==> src/rtl/spgt_pkg.sv <==
`default_nettype none

package spgt_pkg;

  // Widths fixed by the event and result formats.
  localparam int unsigned CFG_W    = 64;
  localparam int unsigned OUT_ID_W = 63;
  localparam int unsigned PHASE_W  = 3;

  // Phase codes shared by the gesture and momentum fields.
  localparam logic [PHASE_W-1:0] PH_NONE     = 3'd0;
  localparam logic [PHASE_W-1:0] PH_BEGAN    = 3'd1;
  localparam logic [PHASE_W-1:0] PH_STAT     = 3'd2;
  localparam logic [PHASE_W-1:0] PH_CHANGED  = 3'd3;
  localparam logic [PHASE_W-1:0] PH_ENDED    = 3'd4;
  localparam logic [PHASE_W-1:0] PH_CANCELED = 3'd5;
  localparam logic [PHASE_W-1:0] PH_MAYBEGIN = 3'd6;
  localparam logic [PHASE_W-1:0] PH_UNKNOWN  = 3'd7;

  // Command codes.
  localparam logic CMD_RESOLVE = 1'b0;
  localparam logic CMD_CLEANUP = 1'b1;

  typedef enum logic [1:0] {
    ST_IDLE     = 2'd0,
    ST_GESTURE  = 2'd1,
    ST_PENDING  = 2'd2,
    ST_MOMENTUM = 2'd3
  } tracker_state_t;

  typedef enum logic [1:0] {
    K_NONE     = 2'd0,
    K_RESOLVED = 2'd1,
    K_FAIL     = 2'd2
  } result_kind_t;

  typedef enum logic [2:0] {
    F_NONE    = 3'd0,
    F_GBITS   = 3'd1,
    F_MBITS   = 3'd2,
    F_TRANS   = 3'd3,
    F_EXHAUST = 3'd4
  } failure_t;

  typedef struct packed {
    logic               cmd;
    logic               gesture_valid;
    logic [PHASE_W-1:0] gesture_phase;
    logic               momentum_valid;
    logic [PHASE_W-1:0] momentum_phase;
    logic               cleanup_ok;
  } spgt_in_t;

  typedef struct packed {
    logic [1:0]          result_kind;
    logic [OUT_ID_W-1:0] gesture_id;
    logic [PHASE_W-1:0]  gesture_phase_out;
    logic [PHASE_W-1:0]  momentum_phase_out;
    logic [2:0]          failure_code;
    logic [1:0]          tracker_state_out;
  } spgt_out_t;

endpackage

`default_nettype wire

==> src/rtl/spgt_if.sv <==
`default_nettype none

// Event channel into the tracker.
interface spgt_in_if;
  logic               valid;
  logic               ready;
  spgt_pkg::spgt_in_t data;

  modport source (output valid, output data, input ready);
  modport sink   (input valid, input data, output ready);
endinterface

// Result channel out of the tracker.
interface spgt_out_if;
  logic                valid;
  logic                ready;
  spgt_pkg::spgt_out_t data;

  modport source (output valid, output data, input ready);
  modport sink   (input valid, input data, output ready);
endinterface

// Write channel for the next gesture id register.
interface spgt_cfg_if;
  logic                         valid;
  logic                         ready;
  logic [spgt_pkg::CFG_W-1:0]   data;

  modport source (output valid, output data, input ready);
  modport sink   (input valid, input data, output ready);
endinterface

`default_nettype wire

==> src/rtl/scroll_phase_gesture_tracker_unit.sv <==
`default_nettype none

// Scroll phase gesture tracker. Each resolve beat on in_bus (cmd 0) yields exactly one
// result beat on out_bus; a cleanup beat (cmd 1) yields none and, with cleanup_ok set,
// returns the tracker to idle with the next gesture id at 1 and any sticky failure
// cleared. The tracker state and id counters update in the cycle a beat is accepted,
// and the result lands in a single output register, so one beat is taken every clock
// while the output register is empty or being drained, and the sustained rate is one
// beat per cycle. A write on cfg_bus loads the next gesture id
// (low ID_BITS bits, two's complement); it is always ready and resets to 1.
module scroll_phase_gesture_tracker_unit #(
  parameter int unsigned ID_BITS = 64
) (
  input  wire              clk,
  input  wire              rst_n,
  spgt_in_if.sink          in_bus,
  spgt_out_if.source       out_bus,
  spgt_cfg_if.sink         cfg_bus
);

  localparam int unsigned CUR_W     = ID_BITS - 1;
  localparam int unsigned PHASE_W_L = spgt_pkg::PHASE_W;

  // Tracker state.
  spgt_pkg::tracker_state_t state_r, state_nxt;
  logic [CUR_W-1:0]         cur_id_r, cur_id_nxt;
  logic [ID_BITS-1:0]       next_id_r, next_id_nxt;
  spgt_pkg::failure_t       sticky_r, sticky_nxt;

  // Output register.
  logic                     out_valid_r, out_valid_nxt;
  spgt_pkg::spgt_out_t      out_data_r, out_data_nxt;

  logic                     in_fire;
  logic                     cfg_fire;
  logic                     g_bad, m_bad;
  logic                     exhausted;
  logic [PHASE_W_L-1:0]     g, m;
  spgt_pkg::result_kind_t   kind;
  spgt_pkg::failure_t       fcode;
  logic [PHASE_W_L-1:0]     g_o, m_o;
  logic [CUR_W-1:0]         res_id;
  spgt_pkg::tracker_state_t st_step;
  logic [CUR_W-1:0]         cur_step;
  logic [ID_BITS-1:0]       nid_step;

  assign in_bus.ready  = !out_valid_r || out_bus.ready;
  assign in_fire       = in_bus.valid && in_bus.ready;
  assign cfg_bus.ready = 1'b1;
  assign cfg_fire      = cfg_bus.valid;

  assign g     = in_bus.data.gesture_phase;
  assign m     = in_bus.data.momentum_phase;
  assign g_bad = !in_bus.data.gesture_valid || (g == spgt_pkg::PH_UNKNOWN);
  assign m_bad = !in_bus.data.momentum_valid || (m == spgt_pkg::PH_UNKNOWN);

  // Id counter is spent at zero, at negative values and at its maximum.
  assign exhausted = (next_id_r == '0) || next_id_r[ID_BITS-1] ||
                     (next_id_r[CUR_W-1:0] == {CUR_W{1'b1}});

  // Resolve one event against the current state.
  always_comb begin
    st_step  = state_r;
    cur_step = cur_id_r;
    nid_step = next_id_r;
    kind     = spgt_pkg::K_FAIL;
    fcode    = spgt_pkg::F_TRANS;
    g_o      = g;
    m_o      = m;
    res_id   = cur_id_r;
    if (sticky_r != spgt_pkg::F_NONE) begin
      fcode = sticky_r;
      g_o   = spgt_pkg::PH_UNKNOWN;
      m_o   = spgt_pkg::PH_UNKNOWN;
    end else if (g_bad) begin
      fcode = spgt_pkg::F_GBITS;
      g_o   = spgt_pkg::PH_UNKNOWN;
      m_o   = spgt_pkg::PH_UNKNOWN;
    end else if (m_bad) begin
      fcode = spgt_pkg::F_MBITS;
      m_o   = spgt_pkg::PH_UNKNOWN;
    end else if (g == spgt_pkg::PH_NONE && m == spgt_pkg::PH_NONE) begin
      kind  = spgt_pkg::K_NONE;
      fcode = spgt_pkg::F_NONE;
    end else begin
      unique case (state_r)
        spgt_pkg::ST_IDLE: begin
          if ((g == spgt_pkg::PH_MAYBEGIN && m == spgt_pkg::PH_NONE) ||
              (g == spgt_pkg::PH_NONE && m == spgt_pkg::PH_MAYBEGIN)) begin
            kind  = spgt_pkg::K_NONE;
            fcode = spgt_pkg::F_NONE;
          end else if (g == spgt_pkg::PH_BEGAN && m == spgt_pkg::PH_NONE) begin
            if (exhausted) begin
              fcode = spgt_pkg::F_EXHAUST;
            end else begin
              kind     = spgt_pkg::K_RESOLVED;
              fcode    = spgt_pkg::F_NONE;
              cur_step = next_id_r[CUR_W-1:0];
              res_id   = next_id_r[CUR_W-1:0];
              nid_step = next_id_r + ID_BITS'(1);
              st_step  = spgt_pkg::ST_GESTURE;
            end
          end
        end
        spgt_pkg::ST_GESTURE: begin
          if (m == spgt_pkg::PH_NONE &&
              (g == spgt_pkg::PH_CHANGED || g == spgt_pkg::PH_STAT)) begin
            kind  = spgt_pkg::K_RESOLVED;
            fcode = spgt_pkg::F_NONE;
          end else if (g == spgt_pkg::PH_ENDED && m == spgt_pkg::PH_NONE) begin
            kind    = spgt_pkg::K_RESOLVED;
            fcode   = spgt_pkg::F_NONE;
            st_step = spgt_pkg::ST_PENDING;
          end else if (g == spgt_pkg::PH_CANCELED && m == spgt_pkg::PH_NONE) begin
            kind     = spgt_pkg::K_RESOLVED;
            fcode    = spgt_pkg::F_NONE;
            st_step  = spgt_pkg::ST_IDLE;
            cur_step = '0;
          end else if (g == spgt_pkg::PH_ENDED && m == spgt_pkg::PH_BEGAN) begin
            kind    = spgt_pkg::K_RESOLVED;
            fcode   = spgt_pkg::F_NONE;
            st_step = spgt_pkg::ST_MOMENTUM;
          end
        end
        spgt_pkg::ST_PENDING: begin
          if (g == spgt_pkg::PH_NONE && m == spgt_pkg::PH_BEGAN) begin
            kind    = spgt_pkg::K_RESOLVED;
            fcode   = spgt_pkg::F_NONE;
            st_step = spgt_pkg::ST_MOMENTUM;
          end else if (g == spgt_pkg::PH_BEGAN && m == spgt_pkg::PH_NONE) begin
            if (exhausted) begin
              fcode = spgt_pkg::F_EXHAUST;
            end else begin
              kind     = spgt_pkg::K_RESOLVED;
              fcode    = spgt_pkg::F_NONE;
              cur_step = next_id_r[CUR_W-1:0];
              res_id   = next_id_r[CUR_W-1:0];
              nid_step = next_id_r + ID_BITS'(1);
              st_step  = spgt_pkg::ST_GESTURE;
            end
          end
        end
        spgt_pkg::ST_MOMENTUM: begin
          if (g == spgt_pkg::PH_NONE &&
              (m == spgt_pkg::PH_CHANGED || m == spgt_pkg::PH_STAT)) begin
            kind  = spgt_pkg::K_RESOLVED;
            fcode = spgt_pkg::F_NONE;
          end else if (g == spgt_pkg::PH_NONE &&
                       (m == spgt_pkg::PH_ENDED || m == spgt_pkg::PH_CANCELED)) begin
            kind     = spgt_pkg::K_RESOLVED;
            fcode    = spgt_pkg::F_NONE;
            st_step  = spgt_pkg::ST_IDLE;
            cur_step = '0;
          end
        end
        default: begin
          kind = spgt_pkg::K_FAIL;
        end
      endcase
    end
  end

  // Commit the step, cleanup or configuration write.
  always_comb begin
    state_nxt   = state_r;
    cur_id_nxt  = cur_id_r;
    next_id_nxt = next_id_r;
    sticky_nxt  = sticky_r;
    if (in_fire) begin
      if (in_bus.data.cmd == spgt_pkg::CMD_RESOLVE) begin
        state_nxt   = st_step;
        cur_id_nxt  = cur_step;
        next_id_nxt = nid_step;
        if (kind == spgt_pkg::K_FAIL) begin
          sticky_nxt = fcode;
        end
      end else if (in_bus.data.cleanup_ok) begin
        state_nxt   = spgt_pkg::ST_IDLE;
        cur_id_nxt  = '0;
        next_id_nxt = ID_BITS'(1);
        sticky_nxt  = spgt_pkg::F_NONE;
      end
    end
    if (cfg_fire) begin
      next_id_nxt = cfg_bus.data[ID_BITS-1:0];
    end
  end

  // Output register: loaded on a resolve beat, emptied when taken.
  always_comb begin
    out_valid_nxt = out_valid_r;
    out_data_nxt  = out_data_r;
    if (in_fire) begin
      out_valid_nxt                   = (in_bus.data.cmd == spgt_pkg::CMD_RESOLVE);
      out_data_nxt.result_kind        = kind;
      out_data_nxt.gesture_id         = (kind == spgt_pkg::K_RESOLVED) ?
                                        spgt_pkg::OUT_ID_W'(res_id) : '0;
      out_data_nxt.gesture_phase_out  = g_o;
      out_data_nxt.momentum_phase_out = m_o;
      out_data_nxt.failure_code       = fcode;
      out_data_nxt.tracker_state_out  = st_step;
    end else if (out_bus.ready) begin
      out_valid_nxt = 1'b0;
    end
  end

  always_ff @(posedge clk) begin
    if (!rst_n) begin
      state_r     <= spgt_pkg::ST_IDLE;
      cur_id_r    <= '0;
      next_id_r   <= ID_BITS'(1);
      sticky_r    <= spgt_pkg::F_NONE;
      out_valid_r <= 1'b0;
    end else begin
      state_r     <= state_nxt;
      cur_id_r    <= cur_id_nxt;
      next_id_r   <= next_id_nxt;
      sticky_r    <= sticky_nxt;
      out_valid_r <= out_valid_nxt;
    end
  end

  always_ff @(posedge clk) begin
    out_data_r <= out_data_nxt;
  end

  assign out_bus.valid = out_valid_r;
  assign out_bus.data  = out_data_r;

  // A resolved beat always carries a live, nonzero id.
  a_resolved_id: assert property (@(posedge clk) disable iff (!rst_n)
    out_valid_r && out_data_r.result_kind == spgt_pkg::K_RESOLVED |->
      out_data_r.gesture_id != '0)
    else $error("resolved result with zero gesture id");

  // A failure beat has a code and no id; other beats have no code.
  a_fail_fields: assert property (@(posedge clk) disable iff (!rst_n)
    out_valid_r |->
      ((out_data_r.result_kind == spgt_pkg::K_FAIL) ==
       (out_data_r.failure_code != spgt_pkg::F_NONE)) &&
      (out_data_r.result_kind != spgt_pkg::K_FAIL || out_data_r.gesture_id == '0))
    else $error("failure code and result kind disagree");

  // A successful cleanup leaves the tracker idle with no sticky failure.
  a_cleanup: assert property (@(posedge clk) disable iff (!rst_n)
    in_fire && in_bus.data.cmd == spgt_pkg::CMD_CLEANUP && in_bus.data.cleanup_ok |=>
      state_r == spgt_pkg::ST_IDLE && sticky_r == spgt_pkg::F_NONE && cur_id_r == '0)
    else $error("cleanup did not reset the tracker");

  // Only idle or pending gestures may take a fresh id.
  a_id_advance: assert property (@(posedge clk) disable iff (!rst_n)
    in_fire && !cfg_fire && in_bus.data.cmd == spgt_pkg::CMD_RESOLVE &&
      next_id_nxt != next_id_r |->
      (state_r == spgt_pkg::ST_IDLE || state_r == spgt_pkg::ST_PENDING) &&
      state_nxt == spgt_pkg::ST_GESTURE)
    else $error("gesture id advanced outside a gesture start");

endmodule

`default_nettype wire
==> src/flat_wrapper.sv <==
// flat-port wrapper written by rule: the top's interface ports become plain ports
module scroll_phase_gesture_tracker_unit_flat 
#(
  parameter int unsigned ID_BITS = 64
)
  (clk, rst_n, in_bus_valid, in_bus_data, in_bus_ready, out_bus_valid, out_bus_data, out_bus_ready, cfg_bus_valid, cfg_bus_data, cfg_bus_ready);
  spgt_in_if in_bus_i ();
  spgt_out_if out_bus_i ();
  spgt_cfg_if cfg_bus_i ();
  input  wire clk;
  input  wire rst_n;
  input wire logic [$bits(in_bus_i.valid)-1:0] in_bus_valid;
  input wire logic [$bits(in_bus_i.data)-1:0] in_bus_data;
  output wire logic [$bits(in_bus_i.ready)-1:0] in_bus_ready;
  output wire logic [$bits(out_bus_i.valid)-1:0] out_bus_valid;
  output wire logic [$bits(out_bus_i.data)-1:0] out_bus_data;
  input wire logic [$bits(out_bus_i.ready)-1:0] out_bus_ready;
  input wire logic [$bits(cfg_bus_i.valid)-1:0] cfg_bus_valid;
  input wire logic [$bits(cfg_bus_i.data)-1:0] cfg_bus_data;
  output wire logic [$bits(cfg_bus_i.ready)-1:0] cfg_bus_ready;
  assign in_bus_i.valid = in_bus_valid;
  assign in_bus_i.data = in_bus_data;
  assign in_bus_ready = in_bus_i.ready;
  assign out_bus_valid = out_bus_i.valid;
  assign out_bus_data = out_bus_i.data;
  assign out_bus_i.ready = out_bus_ready;
  assign cfg_bus_i.valid = cfg_bus_valid;
  assign cfg_bus_i.data = cfg_bus_data;
  assign cfg_bus_ready = cfg_bus_i.ready;
  scroll_phase_gesture_tracker_unit #(.ID_BITS(ID_BITS)) u_core (.clk(clk), .rst_n(rst_n), .in_bus(in_bus_i), .out_bus(out_bus_i), .cfg_bus(cfg_bus_i));
endmodule
==> config.mk <==
export PLATFORM = sky130hd
export DESIGN_NAME = scroll_phase_gesture_tracker_unit_flat
export DESIGN_NICKNAME = d
export VERILOG_FILES = /design/src/rtl/spgt_pkg.sv /design/src/rtl/spgt_if.sv /design/src/rtl/scroll_phase_gesture_tracker_unit.sv /design/src/flat_wrapper.sv
export SDC_FILE = /design/constraint.sdc
export NUM_CORES = 1
export LEC_CHECK = 0
export BUFFER_PORTS_ARGS = -buffer_cell sky130_fd_sc_hd__buf_2
export CAP_MARGIN = 20
export CORE_MARGIN = 10
export CORE_UTILIZATION = 46
export CTS_BUF_LIST = sky130_fd_sc_hd__clkbuf_16
export DETAILED_ROUTE_END_ITERATION = 16
export MAX_ROUTING_LAYER = met4
export PLACE_DENSITY_LB_ADDON = 0.1
export REMOVE_ABC_BUFFERS = 1
export SLEW_MARGIN = 20
export SYNTH_ARGS = -nofsm -noshare
export SYNTH_HDL_FRONTEND = slang
export SYNTH_SLANG_ARGS = --single-unit
==> constraint.sdc <==
create_clock -name clk -period 3.1 [get_ports clk]
set_clock_uncertainty 0.05 [all_clocks]
set_input_delay 0.62 -clock clk [delete_from_list [all_inputs] [get_ports clk]]
set_output_delay 0.62 -clock clk [all_outputs]
set_load 0.01 [all_outputs]
Yosys cells after proc, flatten, opt, wreduce, memory -nomap -nowiden

Index checks and enable logic that the tools add are counted.

Flip-flop bits (word level): 209
Bits in latches: 0
Output and inout bits: 79
ROM bits: 0
Logic and storage cells: 175
Memories: 0
Bits of input ports: 79
Memory bits (writable): 0

Shift operators: 0
Multiply operators: 0
Bitwise logic cells: 1
Div/mod/pow operators: 0
Eq/ne operators: 37
Mux-type cells: 86
$lt $le $gt $ge: 0
Add/sub/neg operators: 1
Reductions and logical operators: 39

Operators by type and width:

| cell                    | count |
|---|---|
| $mux W63                | 19 |
| $mux W64                | 12 |
| $pmux W63 S4            | 1 |
| $pmux W64 S2            | 1 |
| $pmux W63 S2            | 1 |
| $add A64 B1 Y64 const B | 1 |
| $logic_not A64 Y1       | 1 |
| $mux W2                 | 32 |
| $eq A63 B63 Y1 const B  | 1 |
| $mux W3                 | 15 |
| $eq A3 B3 Y1 const B    | 8 |
| $ne A3 B3 Y1 const B    | 7 |
| $pmux W2 S4             | 2 |
| $eq A3 B2 Y1 const B    | 4 |
| $logic_and A1 B1 Y1     | 12 |
| $pmux W3 S4             | 1 |
| $reduce_and A11 Y1      | 1 |
| $ne A2 B2 Y1 const B    | 5 |
| $logic_or A1 B1 Y1      | 9 |
| $ne A3 B2 Y1 const B    | 3 |
| $reduce_and A9 Y1       | 1 |
| $ne A4 B4 Y1 const B    | 2 |
| $eq A2 B2 Y1 const B    | 3 |
| $eq A3 B1 Y1 const B    | 2 |
| other kinds (13)        | 20 |

Depth between registers and ports, before layout

Word-level depth: 14
Depth in mapped cells: 11
Gate-level depth less buffers: 9

Worst setup path before layout

OpenSTA, ideal clock, no wires.

Path kind: input -> register
Start: input in_bus_data[1]
End: register u_core.out_data_r, in the netlist u_core.out_bus.data[19] (data pin)
Path buffers: 3
Data arrival time: 2705 ps
Required time: 2784 ps
Cell stages on the path: 9
Slack: 79 ps
Setup time: 266 ps
Cell sequence: clkbuf_1 > nor3_1 > nand4_1 > or3_4 > a211oi_4 > buf_2 > buf_2 > mux2i_1 > nor2_1

Word-level cells in the longest chain between the ends: 12
Elaborated cells between the ends (all ways): 46
Those cells by class: 8 x eq/ne; 22 x mux; 16 x reduce/logical

RTL lines:

| element              | RTL line                                                                           | source |
|---|---|---|
| start, declared      | flat_wrapper.sv:13                                                                 | `input wire logic [$bits(in_bus_i.data)-1:0] in_bus_data;` |
| $eq A3 B1 Y1         | scroll_phase_gesture_tracker_unit.sv:119, scroll_phase_gesture_tracker_unit.sv:126 |  |
| $logic_and A1 B1 Y1  | scroll_phase_gesture_tracker_unit.sv:119                                           | `end else if (g == spgt_pkg::PH_ENDED && m == spgt_pkg::PH_BEGAN) begin` |
| $mux W2              | scroll_phase_gesture_tracker_unit.sv:119                                           |  |
| $mux W2              | scroll_phase_gesture_tracker_unit.sv:114                                           | `end else if (g == spgt_pkg::PH_CANCELED && m == spgt_pkg::PH_NONE) begin` |
| $mux W2              | scroll_phase_gesture_tracker_unit.sv:110                                           | `end else if (g == spgt_pkg::PH_ENDED && m == spgt_pkg::PH_NONE) begin` |
| $mux W2              | scroll_phase_gesture_tracker_unit.sv:106                                           | `if (m == spgt_pkg::PH_NONE &&` |
| $pmux W2 S4          | scroll_phase_gesture_tracker_unit.sv:86                                            | `unique case (state_r)` |
| $mux W2              | scroll_phase_gesture_tracker_unit.sv:82                                            | `end else if (g == spgt_pkg::PH_NONE && m == spgt_pkg::PH_NONE) begin` |
| $mux W2              | scroll_phase_gesture_tracker_unit.sv:79                                            | `end else if (m_bad) begin` |
| $mux W2              | scroll_phase_gesture_tracker_unit.sv:75                                            | `end else if (g_bad) begin` |
| $mux W2              | scroll_phase_gesture_tracker_unit.sv:71                                            | `if (sticky_r != spgt_pkg::F_NONE) begin` |
| $eq A2 B1 Y1         | scroll_phase_gesture_tracker_unit.sv:196                                           | `out_data_nxt.gesture_id = (kind == spgt_pkg::K_RESOLVED) ?` |
| end signal, assigned | scroll_phase_gesture_tracker_unit.sv:224                                           | `out_data_r <= out_data_nxt;` |
| end, declared        | scroll_phase_gesture_tracker_unit.sv:32                                            | `spgt_pkg::spgt_out_t out_data_r, out_data_nxt;` |

Several ways; a longest one is shown, not always the timed one.
A chain may end at the register's enable or synchronous reset.

Worst setup path after layout

Start: register u_core.next_id_r[0]
End: register u_core.cur_id_r[2]

Word-level cells in the longest chain between the ends: 12
Elaborated cells between the ends (all ways): 14
Those cells by class: 1 x eq/ne; 10 x mux; 3 x reduce/logical

RTL lines:

| element                            | RTL line                                 | source |
|---|---|---|
| start, declared                    | scroll_phase_gesture_tracker_unit.sv:27  | `logic [ID_BITS-1:0] next_id_r, next_id_nxt;` |
| start signal, assigned             | scroll_phase_gesture_tracker_unit.sv:217 | `next_id_r <= next_id_nxt;` |
| $logic_not A64 Y1                  | scroll_phase_gesture_tracker_unit.sv:58  | `assign exhausted = (next_id_r == '0) \|\| next_id_r[ID_BITS-1] \|\|` |
| $logic_or A1 B1 Y1                 | scroll_phase_gesture_tracker_unit.sv:58  |  |
| $logic_or A1 B1 Y1 (*)             | scroll_phase_gesture_tracker_unit.sv:58  |  |
| $mux W63 (*) (2 in a row)          | --                                       |  |
| $mux W63, on equally long branches | --                                       |  |
| $pmux W63 S4 (*)                   | --                                       |  |
| $mux W63 (*) (5 in a row)          | --                                       |  |
| end signal, assigned               | scroll_phase_gesture_tracker_unit.sv:216 | `cur_id_r <= cur_id_nxt;` |
| end, declared                      | scroll_phase_gesture_tracker_unit.sv:26  | `logic [CUR_W-1:0] cur_id_r, cur_id_nxt;` |

Every way passes the cells marked *; elsewhere a longest branch is shown, timed or not. The select of a mux whose other input is x is not followed.

==> results_dict.tcl <==
set metrics [dict create \
    status "complete, no violations" \
    layout_commonest_cell "buf_2" \
    portBuffers 156 \
    internal_power_mw 4.61 \
    start_util_pct 47.0 \
    cp-start-kind "flop" \
    antenna_found_initial 1 \
    clock_latency_ns 0.51 \
    drt_iter0_drc 1060 \
    worstSetupStartpoint "u_core.next_id_r[0]" \
    rsz0062_at_grt "false" \
    postCtsHoldBufs 0 \
    dp_hpwl_um 25300 \
    timing.rr.start "u_core.next_id_r[0]" \
    sequentialPowerShare_pct 49.2 \
    fin_setup_tns_ns 0 \
    clkPwrFrac_pct 41.0 \
    grt_max_degree 42 \
    p_sw_share_pct 26.0 \
    antenna_left 0 \
    r2r_cells 10 \
    finalCritPeriodShare_pct 94.2 \
    num_io_pins 158 \
    grt_pass1_wl_um 55600 \
    timing.critical_path.buf_inv 2 \
    drv_cap 0 \
    vias 10000 \
    critPathCaptureType "flop" \
    crit_chain "buf_4 -> ha_1 -> nand3_1 -> or3_1 -> nor2_1 -> and4_2 -> o21ai_1 -> a211oi_4 -> buf_12 -> a22o_1" \
    finalWorstSetupSlack_ns 0.180 \
    timing.critical_path.slowest_stage_cell "or3_1" \
    die_w_um 170 \
    leakage_nw 4.70 \
    route.detailed.wl_per_inst_um 22.0 \
    place_ws_ns -0.00987 \
    synth_top_area_share_pct 25.9 \
    via_per_inst 6.22 \
    synth_area_leader_cell "dfxtp_1" \
    cp_top_family "simple AND/OR/NAND/NOR gates" \
    ys_seq_area_share_pct 48.1 \
    core-area_um2 21900 \
    finalMaxSlewViolations 0 \
    ys.flop_type "dfxtp_1" \
    ys_warn_count 0 \
    crit_cells 10 \
    worstReg2RegEnd "u_core.cur_id_r[2]" \
    hold_viol 0 \
    ir_worst_vdd_v 0.000307 \
    clockBufferDepth 3 \
    clk_pin_slew_ns 0.06 \
    cts_tree "built" \
    routed_wl_um 35500 \
    p_sw_mw 1.62 \
    critPathArrivalTime_ns 3.32 \
    rows 54 \
    synthTopCellsByArea "dfxtp_1 (26%), edfxtp_1 (22%), a22o_1 (5.4%), o21ai_0 (4.3%), nor2_1 (4.1%)" \
    pwr-share-comb_pct 9.8 \
    worstSetupPathType "flop to flop" \
    die_y_um 170 \
    numCtsBuffers 23 \
    synth_area_per_cell_um2 9.11 \
    drc_errors 0 \
    worst_pin_slew_ns 0.620 \
    cp.required_ns 3.50 \
    endpoint "u_core.cur_id_r[2]" \
    slowest_delay_ns 0.46 \
    report.power.total_mw 6.22 \
    htreeDepth 1 \
    cts.sinks 209 \
    setup_violations 0 \
    ff2ff_setup_slack_ns 0.18 \
    drt-pass1-iter-count 5 \
    grt_pass1_vias 9639 \
    p_per_area_nw_per_um2 492 \
    cts_root_buf "clkbuf_16" \
    ys_types 77 \
    syn_inst 1129 \
    area_growth_syn_to_layout_pct 22.8 \
    final_cell_mix "buf_2 (156), dfxtp_1 (133), nor2_1 (111)" \
    async_flop_share_pct 0 \
    nets 1393 \
    fillCellCount 2020 \
    grt_overflow 0 \
    max-slew-margin-rel_pct 58.6 \
    critPathMaxFanout 33 \
    hold_path.class "primary input to flop" \
    die_area_um2 28700 \
    fmax_mhz 342 \
    min_period_ns 2.92 \
    globalplace.congestion 0.965 \
    synth_area_um2 10300 \
    drive_gt1_share_pct 24.4 \
    synth-seq-cells 209 \
    synth-edff-count 76 \
    track_usage_pct 24.5 \
]
Yosys cell counts, types with 4 or more instances:
master / number
a21boi_0: 4
nand2b_1: 7
o21a_1: 4
nand4_1: 25
a21oi_1: 62
and4_1: 9
nor4_1: 21
nor2_1: 111
clkbuf_1: 80
a41oi_1: 6
o221a_2: 4
o31ai_1: 4
o211ai_1: 13
buf_4: 5
a31oi_1: 42
dfxtp_1: 133
nand2_1: 77
mux2i_1: 4
or3_1: 13
buf_2: 21
o21ai_0: 88
or2_2: 5
a211oi_1: 5
and3_1: 21
inv_1: 12
nand3_1: 40
and2_1: 10
edfxtp_1: 76
or4_1: 8
a22o_1: 64
nand3b_1: 9
a22oi_1: 54
nor3_1: 25
a32o_1: 4
cell families after synthesis:
kind of cell,synth area share (%)
mux,0.389
compound gates,26.2
fa+ha+maj,0.243
simple gates,20.0
flops,48.1
other cells,0.0365
buf+inv,4.90
xor+xnor,0.0852
per-layer routing:
metal	share of wire (%)	routed length, um	GRT usage [%]
met2	45	15800	35.7
met3	8.3	2950	3.91
met1	45	15900	34.7
met4	2.1	740	6.23
met5	0	0	-
worst min-delay path by stage:
| stage | startpoint | end | slack, ns | cells after the start |
|---|---|---|---|---|
| 2_1_floorplan | u_core.cur_id_r[15] | u_core.cur_id_r[15] | 0.39 | 1 |
| 3_3_place_gp | u_core.cur_id_r[7] | u_core.cur_id_r[7] | 0.40 | 1 |
| 3_5_place_dp | u_core.cur_id_r[37] | u_core.cur_id_r[37] | 0.40 | 1 |
| 4_1_cts | cfg_bus_data[9] | u_core.next_id_r[9] | 0.29 | 3 |
| 5_1_grt | cfg_bus_data[5] | u_core.next_id_r[5] | 0.30 | 3 |
| 6_report | cfg_bus_data[9] | u_core.next_id_r[9] | 0.31 | 3 |
sequential cells by signal, summed over array words and instances, names as in the netlist:
register / cells
u_core.out_bus.data: 76
u_core.state_r: 2
u_core.sticky_r: 3
u_core.out_bus.valid: 1
u_core.next_id_r: 64
u_core.cur_id_r: 63
stage by stage:
stage | std cells | hold slack, ns | instance area, um2 | utilization [%]
floorplan | 1020 | 0.392 | 9830 | -
global placement | 1565 | 0.405 | 11900 | 54.5
detailed placement | 1565 | 0.404 | 11900 | 54.5
CTS | 1606 | 0.290 | 12600 | 57.6
global route | 1609 | 0.303 | 12600 | 57.7
finish | 1609 | 0.308 | 12600 | 57.7
what timing repair did:
| action | 4_1_cts | 5_1_grt |
|---|---|---|
| setup endpoints to repair | 0 | 63 |
| hold endpoints to repair | 0 | 0 |
| setup buffers | 0 | 2 |
| gates resized for setup | 0 | 4 |
power by group through the flow:
stage,Clock [mW],Combinational (mW),Sequential (mW)
6_report,2.55,0.608,3.06
5_1_grt,2.70,0.661,3.07
4_1_cts,2.58,0.605,3.06
3_5_place_dp,0,0.603,3.12
3_3_place_gp,0,0.600,3.11
2_1_floorplan,0,0.239,3.11
area by class of cell:
class                   count  area, um2  share of cell area [%]
repair buffers            267       1730                    13.7
inverters                  13       50.0                   0.396
diodes                      1       2.50                  0.0198
clock buffers              23        576                    4.56
well taps                 280        350                    2.77
flip-flops and latches    209       4940                    39.1
clock inverters            18        106                   0.842
multi-input cells         798       4870                    38.6
worst reg2reg max path: stages, from the launching register on:
cell and delay, ns:
dfxtp_1 0.38, buf_4 0.16, ha_1 0.19, nand3_1 0.11, or3_1 0.46, nor2_1 0.20
and4_2 0.36, o21ai_1 0.12, a211oi_4 0.41, buf_12 0.25, a22o_1 0.19
(Power assumes the default switching activity.)
